**src/hw/rtl/rcs_pkg.sv**
```systemverilog
package rcs_pkg;

   // Fixed field widths
   localparam int SEQ_W      = 31;
   localparam int WORD_W     = 32;
   localparam int LEN_W      = 14;
   localparam int PORT_W     = 16;
   localparam int BTIME_W    = 24;
   localparam int CSR_IDX_W  = 2;
   localparam int CSR_DATA_W = 24;

   // Wide enough for header + reliable + unreliable bytes before masking
   localparam int SUM_W = 18;

   localparam int MAX_PAYLOAD_DEF   = 8192;
   localparam int HEADER_BYTES      = 8;
   localparam int CLIENT_PORT_BYTES = 2;

   localparam logic [BTIME_W-1:0] BYTE_TIME_RST = 24'd10000000;

   // Register indexes
   localparam logic [CSR_IDX_W-1:0] CSR_IS_CLIENT = 2'd0;
   localparam logic [CSR_IDX_W-1:0] CSR_PORT_TAG  = 2'd1;
   localparam logic [CSR_IDX_W-1:0] CSR_BYTE_TIME = 2'd2;

   // Transaction kinds
   localparam logic KIND_TX = 1'b0;
   localparam logic KIND_RX = 1'b1;

   typedef struct packed {
      logic                kind;
      logic [WORD_W-1:0]   now_ms;
      logic [LEN_W-1:0]    pending_length;
      logic                pending_overflowed;
      logic [LEN_W-1:0]    unreliable_length;
      logic [WORD_W-1:0]   rx_sequence_word;
      logic [WORD_W-1:0]   rx_ack_word;
      logic [PORT_W-1:0]   rx_port_tag;
   } req_type;

   typedef struct packed {
      logic [WORD_W-1:0]   header_first;
      logic [WORD_W-1:0]   header_second;
      logic                carries_reliable;
      logic [LEN_W-1:0]    reliable_bytes;
      logic                unreliable_included;
      logic [LEN_W-1:0]    packet_length;
      logic                took_message;
      logic                channel_dropped;
      logic                accepted;
      logic                can_packet;
      logic                can_reliable;
   } rsp_type;

   typedef struct packed {
      logic                    we;
      logic [CSR_IDX_W-1:0]    index;
      logic [CSR_DATA_W-1:0]   wdata;
   } csr_type;

endpackage

```
**src/hw/rtl/rcs_req_if.sv**
```systemverilog
interface rcs_req_if
   import rcs_pkg::*;
();
   logic                valid;
   logic                ready;
   logic                kind;
   logic [WORD_W-1:0]   now_ms;
   logic [LEN_W-1:0]    pending_length;
   logic                pending_overflowed;
   logic [LEN_W-1:0]    unreliable_length;
   logic [WORD_W-1:0]   rx_sequence_word;
   logic [WORD_W-1:0]   rx_ack_word;
   logic [PORT_W-1:0]   rx_port_tag;

   modport source (
      output valid, kind, now_ms, pending_length, pending_overflowed,
             unreliable_length, rx_sequence_word, rx_ack_word, rx_port_tag,
      input  ready
   );

   modport sink (
      input  valid, kind, now_ms, pending_length, pending_overflowed,
             unreliable_length, rx_sequence_word, rx_ack_word, rx_port_tag,
      output ready
   );
endinterface

```
**src/hw/rtl/rcs_rsp_if.sv**
```systemverilog
interface rcs_rsp_if
   import rcs_pkg::*;
();
   logic                valid;
   logic                ready;
   logic [WORD_W-1:0]   header_first;
   logic [WORD_W-1:0]   header_second;
   logic                carries_reliable;
   logic [LEN_W-1:0]    reliable_bytes;
   logic                unreliable_included;
   logic [LEN_W-1:0]    packet_length;
   logic                took_message;
   logic                channel_dropped;
   logic                accepted;
   logic                can_packet;
   logic                can_reliable;

   modport source (
      output valid, header_first, header_second, carries_reliable, reliable_bytes,
             unreliable_included, packet_length, took_message, channel_dropped,
             accepted, can_packet, can_reliable,
      input  ready
   );

   modport sink (
      input  valid, header_first, header_second, carries_reliable, reliable_bytes,
             unreliable_included, packet_length, took_message, channel_dropped,
             accepted, can_packet, can_reliable,
      output ready
   );
endinterface

```
**src/hw/rtl/reliable_channel_sequencer.sv**
```systemverilog
// Flow: a transaction accepted on req_ch is held in the input register; its
// result is then registered in the result register and shown on rsp_ch.
// Throughput: one transaction per cycle unless rsp_ch stalls; the header
// decision runs in a single engine pass from input register to result register.
// Reset (synchronous, active high): all channel state and choke time clear,
// byte_time returns to 10000000, both channel registers empty.
module reliable_channel_sequencer
   import rcs_pkg::*;
#(
   parameter int MAX_PAYLOAD = MAX_PAYLOAD_DEF
) (
   input  logic                  clock,
   input  logic                  reset,
   rcs_req_if.sink               req_ch,
   rcs_rsp_if.source             rsp_ch,
   input  logic                  csr_we,
   input  logic [CSR_IDX_W-1:0]  csr_index,
   input  logic [CSR_DATA_W-1:0] csr_wdata
);

   // Input register: holds the transaction waiting for the engine
   logic    stage_valid_ff, stage_valid_in;
   req_type stage_item_ff, stage_item_in;
   // Result register: holds the finished transaction until the sink takes it
   logic    out_valid_ff, out_valid_in;
   rsp_type out_data_ff, out_data_in;

   logic    advance;
   logic    req_fire;
   req_type req_item;
   rsp_type engine_result;
   csr_type csr;

   assign csr.we    = csr_we;
   assign csr.index = csr_index;
   assign csr.wdata = csr_wdata;

   // Gather the request fields into one word
   assign req_item.kind               = req_ch.kind;
   assign req_item.now_ms             = req_ch.now_ms;
   assign req_item.pending_length     = req_ch.pending_length;
   assign req_item.pending_overflowed = req_ch.pending_overflowed;
   assign req_item.unreliable_length  = req_ch.unreliable_length;
   assign req_item.rx_sequence_word   = req_ch.rx_sequence_word;
   assign req_item.rx_ack_word        = req_ch.rx_ack_word;
   assign req_item.rx_port_tag        = req_ch.rx_port_tag;

   // Advance the staged transaction whenever the result register is free or
   // being emptied this cycle; the engine commits channel state only on that edge.
   assign advance      = !out_valid_ff || rsp_ch.ready;
   assign req_ch.ready = !stage_valid_ff || advance;
   assign req_fire     = req_ch.valid && req_ch.ready;

   always_comb begin
      stage_item_in  = stage_item_ff;
      stage_valid_in = stage_valid_ff;
      if (req_fire) begin
         stage_item_in  = req_item;
         stage_valid_in = 1'b1;
      end else if (advance) begin
         // Drop the staged transaction once it has moved on
         stage_valid_in = 1'b0;
      end
   end

   rcs_engine #(
      .MAX_PAYLOAD (MAX_PAYLOAD)
   ) u_engine (
      .clock  (clock),
      .reset  (reset),
      .csr    (csr),
      .fire   (stage_valid_ff && advance),
      .item   (stage_item_ff),
      .result (engine_result)
   );

   always_comb begin
      out_data_in  = out_data_ff;
      out_valid_in = out_valid_ff;
      if (stage_valid_ff && advance) begin
         out_data_in  = engine_result;
         out_valid_in = 1'b1;
      end else if (rsp_ch.ready) begin
         out_valid_in = 1'b0;
      end
   end

   always_ff @(posedge clock) begin
      if (reset) begin
         stage_valid_ff <= 1'b0;
         out_valid_ff   <= 1'b0;
      end else begin
         stage_valid_ff <= stage_valid_in;
         out_valid_ff   <= out_valid_in;
      end
   end

   // Payload registers carry no reset
   always_ff @(posedge clock) begin
      stage_item_ff <= stage_item_in;
      out_data_ff   <= out_data_in;
   end

   assign rsp_ch.valid               = out_valid_ff;
   assign rsp_ch.header_first        = out_data_ff.header_first;
   assign rsp_ch.header_second       = out_data_ff.header_second;
   assign rsp_ch.carries_reliable    = out_data_ff.carries_reliable;
   assign rsp_ch.reliable_bytes      = out_data_ff.reliable_bytes;
   assign rsp_ch.unreliable_included = out_data_ff.unreliable_included;
   assign rsp_ch.packet_length       = out_data_ff.packet_length;
   assign rsp_ch.took_message        = out_data_ff.took_message;
   assign rsp_ch.channel_dropped     = out_data_ff.channel_dropped;
   assign rsp_ch.accepted            = out_data_ff.accepted;
   assign rsp_ch.can_packet          = out_data_ff.can_packet;
   assign rsp_ch.can_reliable        = out_data_ff.can_reliable;

endmodule

```
**src/hw/rtl/rcs_engine.sv**
```systemverilog
module rcs_engine
   import rcs_pkg::*;
#(
   parameter int MAX_PAYLOAD = MAX_PAYLOAD_DEF
) (
   input  logic    clock,
   input  logic    reset,
   input  csr_type csr,
   input  logic    fire,
   input  req_type item,
   output rsp_type result
);

   localparam logic [SUM_W-1:0] ROOM_LIMIT = SUM_W'(MAX_PAYLOAD + HEADER_BYTES);
   localparam logic [SUM_W-1:0] MAX_SUM    = SUM_W'(MAX_PAYLOAD);
   localparam logic [LEN_W-1:0] MAX_LEN    = LEN_W'(MAX_PAYLOAD);

   // Configuration
   logic                 is_client_ff, is_client_in;
   logic [PORT_W-1:0]    port_tag_ff, port_tag_in;
   logic [BTIME_W-1:0]   byte_time_ff, byte_time_in;

   // Channel state
   logic [SEQ_W-1:0]     out_seq_ff, out_seq_in;
   logic [SEQ_W-1:0]     in_seq_ff, in_seq_in;
   logic [SEQ_W-1:0]     in_ack_ff, in_ack_in;
   logic [SEQ_W-1:0]     last_sent_ff, last_sent_in;
   logic                 acked_bit_ff, acked_bit_in;
   logic                 in_bit_ff, in_bit_in;
   logic                 out_bit_ff, out_bit_in;
   logic [LEN_W-1:0]     held_ff, held_in;
   logic                 dropped_ff, dropped_in;
   // Choke time is kept as base plus the last increment, added on use
   logic [WORD_W-1:0]    choke_base_ff, choke_base_in;
   logic [WORD_W-1:0]    choke_inc_ff, choke_inc_in;

   logic [WORD_W-1:0]    choke_now;
   logic                 can_packet;
   logic                 tx_go, rx_ok;
   logic                 resend, take, send_rel;
   logic [LEN_W-1:0]     held_take;
   logic [SEQ_W-1:0]     seq_next;
   logic [SUM_W-1:0]     cur_base, cur_total;
   logic                 fits;
   logic [SEQ_W-1:0]     rx_seq;
   logic                 rx_abit;
   logic [SUM_W+BTIME_W-1:0] product;

   always_comb begin
      is_client_in = is_client_ff;
      port_tag_in  = port_tag_ff;
      byte_time_in = byte_time_ff;
      if (csr.we) begin
         unique case (csr.index)
            CSR_IS_CLIENT: is_client_in = csr.wdata[0];
            CSR_PORT_TAG:  port_tag_in  = csr.wdata[PORT_W-1:0];
            CSR_BYTE_TIME: byte_time_in = csr.wdata[BTIME_W-1:0];
            default:       ;
         endcase
      end
   end

   assign choke_now  = choke_base_ff + choke_inc_ff;
   assign can_packet = choke_now < item.now_ms;

   // Transmit path
   assign tx_go  = (item.kind == KIND_TX) && !item.pending_overflowed;
   assign resend = (in_ack_ff > last_sent_ff) && (acked_bit_ff != out_bit_ff);
   assign take   = (held_ff == '0) && (item.pending_length != '0);
   assign held_take = ({{(SUM_W-LEN_W){1'b0}}, item.pending_length} > MAX_SUM) ?
                      MAX_LEN : item.pending_length;
   assign send_rel = resend || take;
   assign seq_next = out_seq_ff + 1'b1;

   always_comb begin
      cur_base = SUM_W'(HEADER_BYTES);
      if (is_client_ff) cur_base = cur_base + SUM_W'(CLIENT_PORT_BYTES);
      if (send_rel) begin
         cur_base = cur_base + {{(SUM_W-LEN_W){1'b0}}, (take ? held_take : held_ff)};
      end
   end

   assign fits      = (cur_base + {{(SUM_W-LEN_W){1'b0}}, item.unreliable_length})
                      <= ROOM_LIMIT;
   assign cur_total = fits ? cur_base + {{(SUM_W-LEN_W){1'b0}}, item.unreliable_length}
                           : cur_base;
   assign product   = {{BTIME_W{1'b0}}, cur_total} * {{SUM_W{1'b0}}, byte_time_ff};

   // Receive path
   assign rx_seq  = item.rx_sequence_word[SEQ_W-1:0];
   assign rx_abit = item.rx_ack_word[WORD_W-1];
   assign rx_ok   = (item.kind == KIND_RX) &&
                    (is_client_ff || (port_tag_ff == item.rx_port_tag)) &&
                    (rx_seq > in_seq_ff);

   always_comb begin
      out_seq_in    = out_seq_ff;
      in_seq_in     = in_seq_ff;
      in_ack_in     = in_ack_ff;
      last_sent_in  = last_sent_ff;
      acked_bit_in  = acked_bit_ff;
      in_bit_in     = in_bit_ff;
      out_bit_in    = out_bit_ff;
      held_in       = held_ff;
      dropped_in    = dropped_ff;
      choke_base_in = choke_base_ff;
      choke_inc_in  = choke_inc_ff;
      if (fire) begin
         if (item.kind == KIND_TX && item.pending_overflowed) begin
            dropped_in = 1'b1;
         end
         if (tx_go) begin
            if (take) begin
               held_in    = held_take;
               out_bit_in = !out_bit_ff;
            end
            out_seq_in = seq_next;
            if (send_rel) last_sent_in = seq_next;
            choke_base_in = can_packet ? item.now_ms : choke_now;
            choke_inc_in  = product[WORD_W-1:0];
         end
         if (rx_ok) begin
            if (rx_abit == out_bit_ff) held_in = '0;
            in_seq_in    = rx_seq;
            in_ack_in    = item.rx_ack_word[SEQ_W-1:0];
            acked_bit_in = rx_abit;
            in_bit_in    = in_bit_ff ^ item.rx_sequence_word[WORD_W-1];
         end
      end
   end

   always_comb begin
      result = '0;
      result.header_second   = {in_bit_in, in_seq_in};
      result.reliable_bytes  = held_in;
      result.channel_dropped = dropped_in;
      result.can_packet      = can_packet;
      result.can_reliable    = can_packet && (held_ff == '0);
      result.accepted        = rx_ok;
      if (tx_go) begin
         result.header_first        = {send_rel, out_seq_ff};
         result.carries_reliable    = send_rel;
         result.unreliable_included = fits;
         result.packet_length       = cur_total[LEN_W-1:0];
         result.took_message        = take;
      end
   end

   always_ff @(posedge clock) begin
      if (reset) begin
         is_client_ff  <= 1'b0;
         port_tag_ff   <= '0;
         byte_time_ff  <= BYTE_TIME_RST;
         out_seq_ff    <= '0;
         in_seq_ff     <= '0;
         in_ack_ff     <= '0;
         last_sent_ff  <= '0;
         acked_bit_ff  <= 1'b0;
         in_bit_ff     <= 1'b0;
         out_bit_ff    <= 1'b0;
         held_ff       <= '0;
         dropped_ff    <= 1'b0;
         choke_base_ff <= '0;
         choke_inc_ff  <= '0;
      end else begin
         is_client_ff  <= is_client_in;
         port_tag_ff   <= port_tag_in;
         byte_time_ff  <= byte_time_in;
         out_seq_ff    <= out_seq_in;
         in_seq_ff     <= in_seq_in;
         in_ack_ff     <= in_ack_in;
         last_sent_ff  <= last_sent_in;
         acked_bit_ff  <= acked_bit_in;
         in_bit_ff     <= in_bit_in;
         out_bit_ff    <= out_bit_in;
         held_ff       <= held_in;
         dropped_ff    <= dropped_in;
         choke_base_ff <= choke_base_in;
         choke_inc_ff  <= choke_inc_in;
      end
   end

endmodule
```
**src/flat_wrapper.sv**
```systemverilog
// flat-port wrapper written by rule: the top's interface ports become plain ports
module reliable_channel_sequencer_flat import rcs_pkg::*;
#(
   parameter int MAX_PAYLOAD = MAX_PAYLOAD_DEF
)
  (clock, reset, csr_we, csr_index, csr_wdata, req_ch_valid, req_ch_kind, req_ch_now_ms, req_ch_pending_length, req_ch_pending_overflowed, req_ch_unreliable_length, req_ch_rx_sequence_word, req_ch_rx_ack_word, req_ch_rx_port_tag, req_ch_ready, rsp_ch_valid, rsp_ch_header_first, rsp_ch_header_second, rsp_ch_carries_reliable, rsp_ch_reliable_bytes, rsp_ch_unreliable_included, rsp_ch_packet_length, rsp_ch_took_message, rsp_ch_channel_dropped, rsp_ch_accepted, rsp_ch_can_packet, rsp_ch_can_reliable, rsp_ch_ready);
  rcs_req_if req_ch_i ();
  rcs_rsp_if rsp_ch_i ();
  input  logic clock;
  input  logic reset;
  input  logic csr_we;
  input  logic [CSR_IDX_W-1:0] csr_index;
  input  logic [CSR_DATA_W-1:0] csr_wdata;
  input wire logic [$bits(req_ch_i.valid)-1:0] req_ch_valid;
  input wire logic [$bits(req_ch_i.kind)-1:0] req_ch_kind;
  input wire logic [$bits(req_ch_i.now_ms)-1:0] req_ch_now_ms;
  input wire logic [$bits(req_ch_i.pending_length)-1:0] req_ch_pending_length;
  input wire logic [$bits(req_ch_i.pending_overflowed)-1:0] req_ch_pending_overflowed;
  input wire logic [$bits(req_ch_i.unreliable_length)-1:0] req_ch_unreliable_length;
  input wire logic [$bits(req_ch_i.rx_sequence_word)-1:0] req_ch_rx_sequence_word;
  input wire logic [$bits(req_ch_i.rx_ack_word)-1:0] req_ch_rx_ack_word;
  input wire logic [$bits(req_ch_i.rx_port_tag)-1:0] req_ch_rx_port_tag;
  output wire logic [$bits(req_ch_i.ready)-1:0] req_ch_ready;
  output wire logic [$bits(rsp_ch_i.valid)-1:0] rsp_ch_valid;
  output wire logic [$bits(rsp_ch_i.header_first)-1:0] rsp_ch_header_first;
  output wire logic [$bits(rsp_ch_i.header_second)-1:0] rsp_ch_header_second;
  output wire logic [$bits(rsp_ch_i.carries_reliable)-1:0] rsp_ch_carries_reliable;
  output wire logic [$bits(rsp_ch_i.reliable_bytes)-1:0] rsp_ch_reliable_bytes;
  output wire logic [$bits(rsp_ch_i.unreliable_included)-1:0] rsp_ch_unreliable_included;
  output wire logic [$bits(rsp_ch_i.packet_length)-1:0] rsp_ch_packet_length;
  output wire logic [$bits(rsp_ch_i.took_message)-1:0] rsp_ch_took_message;
  output wire logic [$bits(rsp_ch_i.channel_dropped)-1:0] rsp_ch_channel_dropped;
  output wire logic [$bits(rsp_ch_i.accepted)-1:0] rsp_ch_accepted;
  output wire logic [$bits(rsp_ch_i.can_packet)-1:0] rsp_ch_can_packet;
  output wire logic [$bits(rsp_ch_i.can_reliable)-1:0] rsp_ch_can_reliable;
  input wire logic [$bits(rsp_ch_i.ready)-1:0] rsp_ch_ready;
  assign req_ch_i.valid = req_ch_valid;
  assign req_ch_i.kind = req_ch_kind;
  assign req_ch_i.now_ms = req_ch_now_ms;
  assign req_ch_i.pending_length = req_ch_pending_length;
  assign req_ch_i.pending_overflowed = req_ch_pending_overflowed;
  assign req_ch_i.unreliable_length = req_ch_unreliable_length;
  assign req_ch_i.rx_sequence_word = req_ch_rx_sequence_word;
  assign req_ch_i.rx_ack_word = req_ch_rx_ack_word;
  assign req_ch_i.rx_port_tag = req_ch_rx_port_tag;
  assign req_ch_ready = req_ch_i.ready;
  assign rsp_ch_valid = rsp_ch_i.valid;
  assign rsp_ch_header_first = rsp_ch_i.header_first;
  assign rsp_ch_header_second = rsp_ch_i.header_second;
  assign rsp_ch_carries_reliable = rsp_ch_i.carries_reliable;
  assign rsp_ch_reliable_bytes = rsp_ch_i.reliable_bytes;
  assign rsp_ch_unreliable_included = rsp_ch_i.unreliable_included;
  assign rsp_ch_packet_length = rsp_ch_i.packet_length;
  assign rsp_ch_took_message = rsp_ch_i.took_message;
  assign rsp_ch_channel_dropped = rsp_ch_i.channel_dropped;
  assign rsp_ch_accepted = rsp_ch_i.accepted;
  assign rsp_ch_can_packet = rsp_ch_i.can_packet;
  assign rsp_ch_can_reliable = rsp_ch_i.can_reliable;
  assign rsp_ch_i.ready = rsp_ch_ready;
  reliable_channel_sequencer #(.MAX_PAYLOAD(MAX_PAYLOAD)) u_core (.clock(clock), .reset(reset), .req_ch(req_ch_i), .rsp_ch(rsp_ch_i), .csr_we(csr_we), .csr_index(csr_index), .csr_wdata(csr_wdata));
endmodule
```
**config.mk**
```make
export PLATFORM = sky130hd
export DESIGN_NAME = reliable_channel_sequencer_flat
export DESIGN_NICKNAME = d
export VERILOG_FILES = /design/src/hw/rtl/rcs_pkg.sv /design/src/hw/rtl/rcs_req_if.sv /design/src/hw/rtl/rcs_rsp_if.sv /design/src/hw/rtl/reliable_channel_sequencer.sv /design/src/hw/rtl/rcs_engine.sv /design/src/flat_wrapper.sv
export SDC_FILE = /design/constraint.sdc
export NUM_CORES = 2
export LEC_CHECK = 0
export ABC_AREA = 1
export BUFFER_PORTS_ARGS = -buffer_cell sky130_fd_sc_hd__buf_2
export CAP_MARGIN = 30
export CORE_UTILIZATION = 50
export CTS_CLUSTER_DIAMETER = 30
export CTS_CLUSTER_SIZE = 25
export DETAILED_ROUTE_END_ITERATION = 8
export PLACE_DENSITY = 0.68
export SLEW_MARGIN = 30
export SYNTH_ARGS = -nofsm -noshare
export SYNTH_HDL_FRONTEND = slang
export SYNTH_SLANG_ARGS = --single-unit
```
**constraint.sdc**
```tcl
create_clock -name clock -period 30 [get_ports clock]
set_input_delay 4.5 -clock clock [delete_from_list [all_inputs] [get_ports clock]]
set_output_delay 4.5 -clock clock [all_outputs]
set_load 0.05 [all_outputs]
```
==> results.tsv <==
metric	value	unit
cts hold-fix bufs	0	
1st-iter DRT viols	1738	
antenna violations before repair	23	
vias in the first global route	26900	
drt drc	0	
Tmin final	11.80	ns
most frequent cell after synthesis	inv_1	
relative slew slack	34.7	%
Crit Reg-Reg Endpoint	u_core.u_engine.choke_inc_ff[31]	
Worst path slowest cell	inv_1	
sequential share of the synthesized area	36.1	%
Tot GR Track Use	26.7	%
final number of hold-violating endpoints	0	
Post-synth EDFFs	240	
hold path startpoint	u_core.u_engine.last_sent_ff[22]	
final setup vio count	0	
end point of the critical path	u_core.u_engine.choke_inc_ff[31]	
starting density of the core	50.9	%
R2R Setup Slk	18.20	ns
first-pass GRT wire length	142000	µm
clk_lat worst skew	0.68	ns
routed vias/inst	5.19	
Remaining Overflow, GRT	0	
arrival time at the worst endpoint	12.36	ns
syn avg cell area	8.69	µm²
gpl congestion	0.933	
Die W	262	µm
CTS buffer count	104	
cell mode on critical path	nand2_1	
fin nets	4841	
Synth area leader	edfxtp_1	
cell area after layout	0.0396	mm²
Post-Synthesis Cells	3886	
Synth Warn #	0	
vias	26600	
Slew Limit Fails	0	
status	finished clean	
fillers	5865	
crit path from	u_core.stage_item_ff[104]	
ratio of cells with drive above 1 in the final layout	12.8	%
final worst slack	18.20	ns
Final ANT Viol Nets	0	
die area	0.0686	mm²
pre-CTS WS	18.35	ns
RSZ-0062 raised after global routing	false	
post-synth cell types	55	
Post-Syn Area	0.0338	mm²
final period utilization	39.3	%
max-cap viol count	0	
Reg2Reg Launch Point	u_core.stage_item_ff[104]	
CTS Root Cell	clkbuf_16	
Worst-path clk slew	0.05	ns
top area cells in the synthesized netlist	edfxtp_1 21%, fa_1 17%, dfxtp_1 15%	
Max clock buf depth	3	
total clock sinks	489	
Row Count	94	
max incr delay on CP	0.63	ns
WL per Instance	17.3	µm
Die Span Y	262	µm
DP HPWL	66000	µm
H-tree depth	3	
multi-input logic area	0.0180	mm²
Yosys reg bits	489	
Setup TNS	0	ns
CP Capture Type	flop	
Fmax achieved	0.0847	GHz
largest net degree at the start of global routing	84	
Post-synth top cells	800 x inv_1, 592 x nand2_1, 409 x nor2_1	
async set-or-reset flop fraction in the synthesized netlist	0	%
hold slack	0.458	ns
FF/Latch Area	0.0122	mm²
I/O pins	274	
dpl cell area	0.0359	mm²
Startpoint Class	flop	
CP Class	reg2reg	
WL final	88500	µm
Buffers on Ports	273	
Main synth FF type	dfxtp_1	
Hold Path Class	reg2reg	
Worst EP required	30.56	ns
final setup skew	0.0651	ns
Layout area overhead	17.3	%
CP max FO	19	
1st-pass router iterations	5	
Core Region	0.0663	mm²
actual slew at the worst max-slew pin	0.977	ns
post-CTS sizing	0	
CTS tree	done	
share of the synthesized area in the top cell type	21.3	%
# Post-CTS Setup Buffers	0	
depth of the most critical reg-to-reg path	71	
## worst min path at each step
| stage | cells after the start | to |
|---|---|---|
| 6_report | 2 | u_core.u_engine.last_sent_ff[22] |
| 5_1_grt | 2 | u_core.u_engine.last_sent_ff[17] |
| 4_1_cts | 2 | u_core.u_engine.last_sent_ff[22] |
| 3_5_place_dp | 2 | u_core.u_engine.in_ack_ff[0] |
| 3_3_place_gp | 2 | u_core.u_engine.last_sent_ff[2] |
| 2_1_floorplan | 2 | u_core.u_engine.last_sent_ff[10] |
## metal layers
metal / wire length [µm] / GRT usage (%) / part of all wire, % / vias up
met3: 8500 / 8.27 / 9.6 / 194
met1: 37900 / 35.5 / 43 / 12600
li1: - / - / - / 12800
met2: 39300 / 41.2 / 44 / 936
met5: 114 / 0 / 0.13 / -
met4: 2720 / 9.35 / 3.1 / 18
## state kept, by name, summed over array words and instances, names as in the netlist, 14 cells and up
register                       cells
u_core.stage_item_ff             142
u_core.rsp_ch.header_second       32
u_core.u_engine.choke_base_ff     32
u_core.u_engine.choke_inc_ff      32
u_core.rsp_ch.header_first        31
u_core.u_engine.in_ack_ff         31
u_core.u_engine.in_seq_ff         31
u_core.u_engine.last_sent_ff      31
u_core.u_engine.out_seq_ff        31
u_core.u_engine.byte_time_ff      24
u_core.u_engine.port_tag_ff       16
u_core.rsp_ch.packet_length       14
u_core.rsp_ch.reliable_bytes      14
u_core.u_engine.held_ff           14
## critical path, delay by kind of cell (launching register included)
family          cells  cell delay [ns]
buf+inv            13             1.38
flops               1             0.38
simple gates       37             4.24
fa+ha+maj          10             3.49
compound gates     11             2.19
## final cells by class
| cell class | instances | area share, % |
|---|---|---|
| inverters | 815 | 7.76 |
| flip-flops and latches | 489 | 30.8 |
| clock buffers | 128 | 7.16 |
| well taps | 864 | 2.73 |
| repair buffers | 292 | 3.82 |
| multi-input cells | 2455 | 45.6 |
| diodes | 15 | 0.0948 |
| clock inverters | 68 | 2.11 |
## cells in the final DEF, fill, tap and decap left out, types with 10 or more instances in the layout
cell	n
a211oi_1	49
a21oi_1	268
buf_2	272
buf_4	20
clkbuf_1	11
clkbuf_16	105
clkbuf_8	12
clkinv_1	10
clkinv_2	15
clkinv_4	12
clkinvlp_4	15
conb_1	16
dfxtp_1	249
diode_2	15
edfxtp_1	240
fa_1	283
ha_1	228
inv_1	795
nand2_1	592
nand2_2	25
nand3_1	79
nand4_1	28
nor2_1	406
nor3_1	26
o211ai_1	44
o21ai_0	194
o21bai_1	27
xnor2_1	32
xor2_1	78
## stage by stage
step                      instances  utilization (%)
after floorplan                3901                -
after global placement         4915             54.1
after detailed placement       4915             54.1
after CTS                      5111             59.6
after global routing           5119             59.7
final                          5126             59.7
## cells by family after synthesis
logic type               Yosys count  synth area share, %
adder cells (fa/ha/maj)          511                 25.2
other                              1               0.0111
XOR/XNOR                         110                 2.85
flip-flops                       489                 36.1
buffers and inverters            957                 10.8
AO/OA/AOI/OAI                    616                 10.3
AND/OR/NAND/NOR                 1202                 14.7
Power is not shown: default switching activity piles up to over one toggle a cycle in this logic, so the estimate is an artifact.
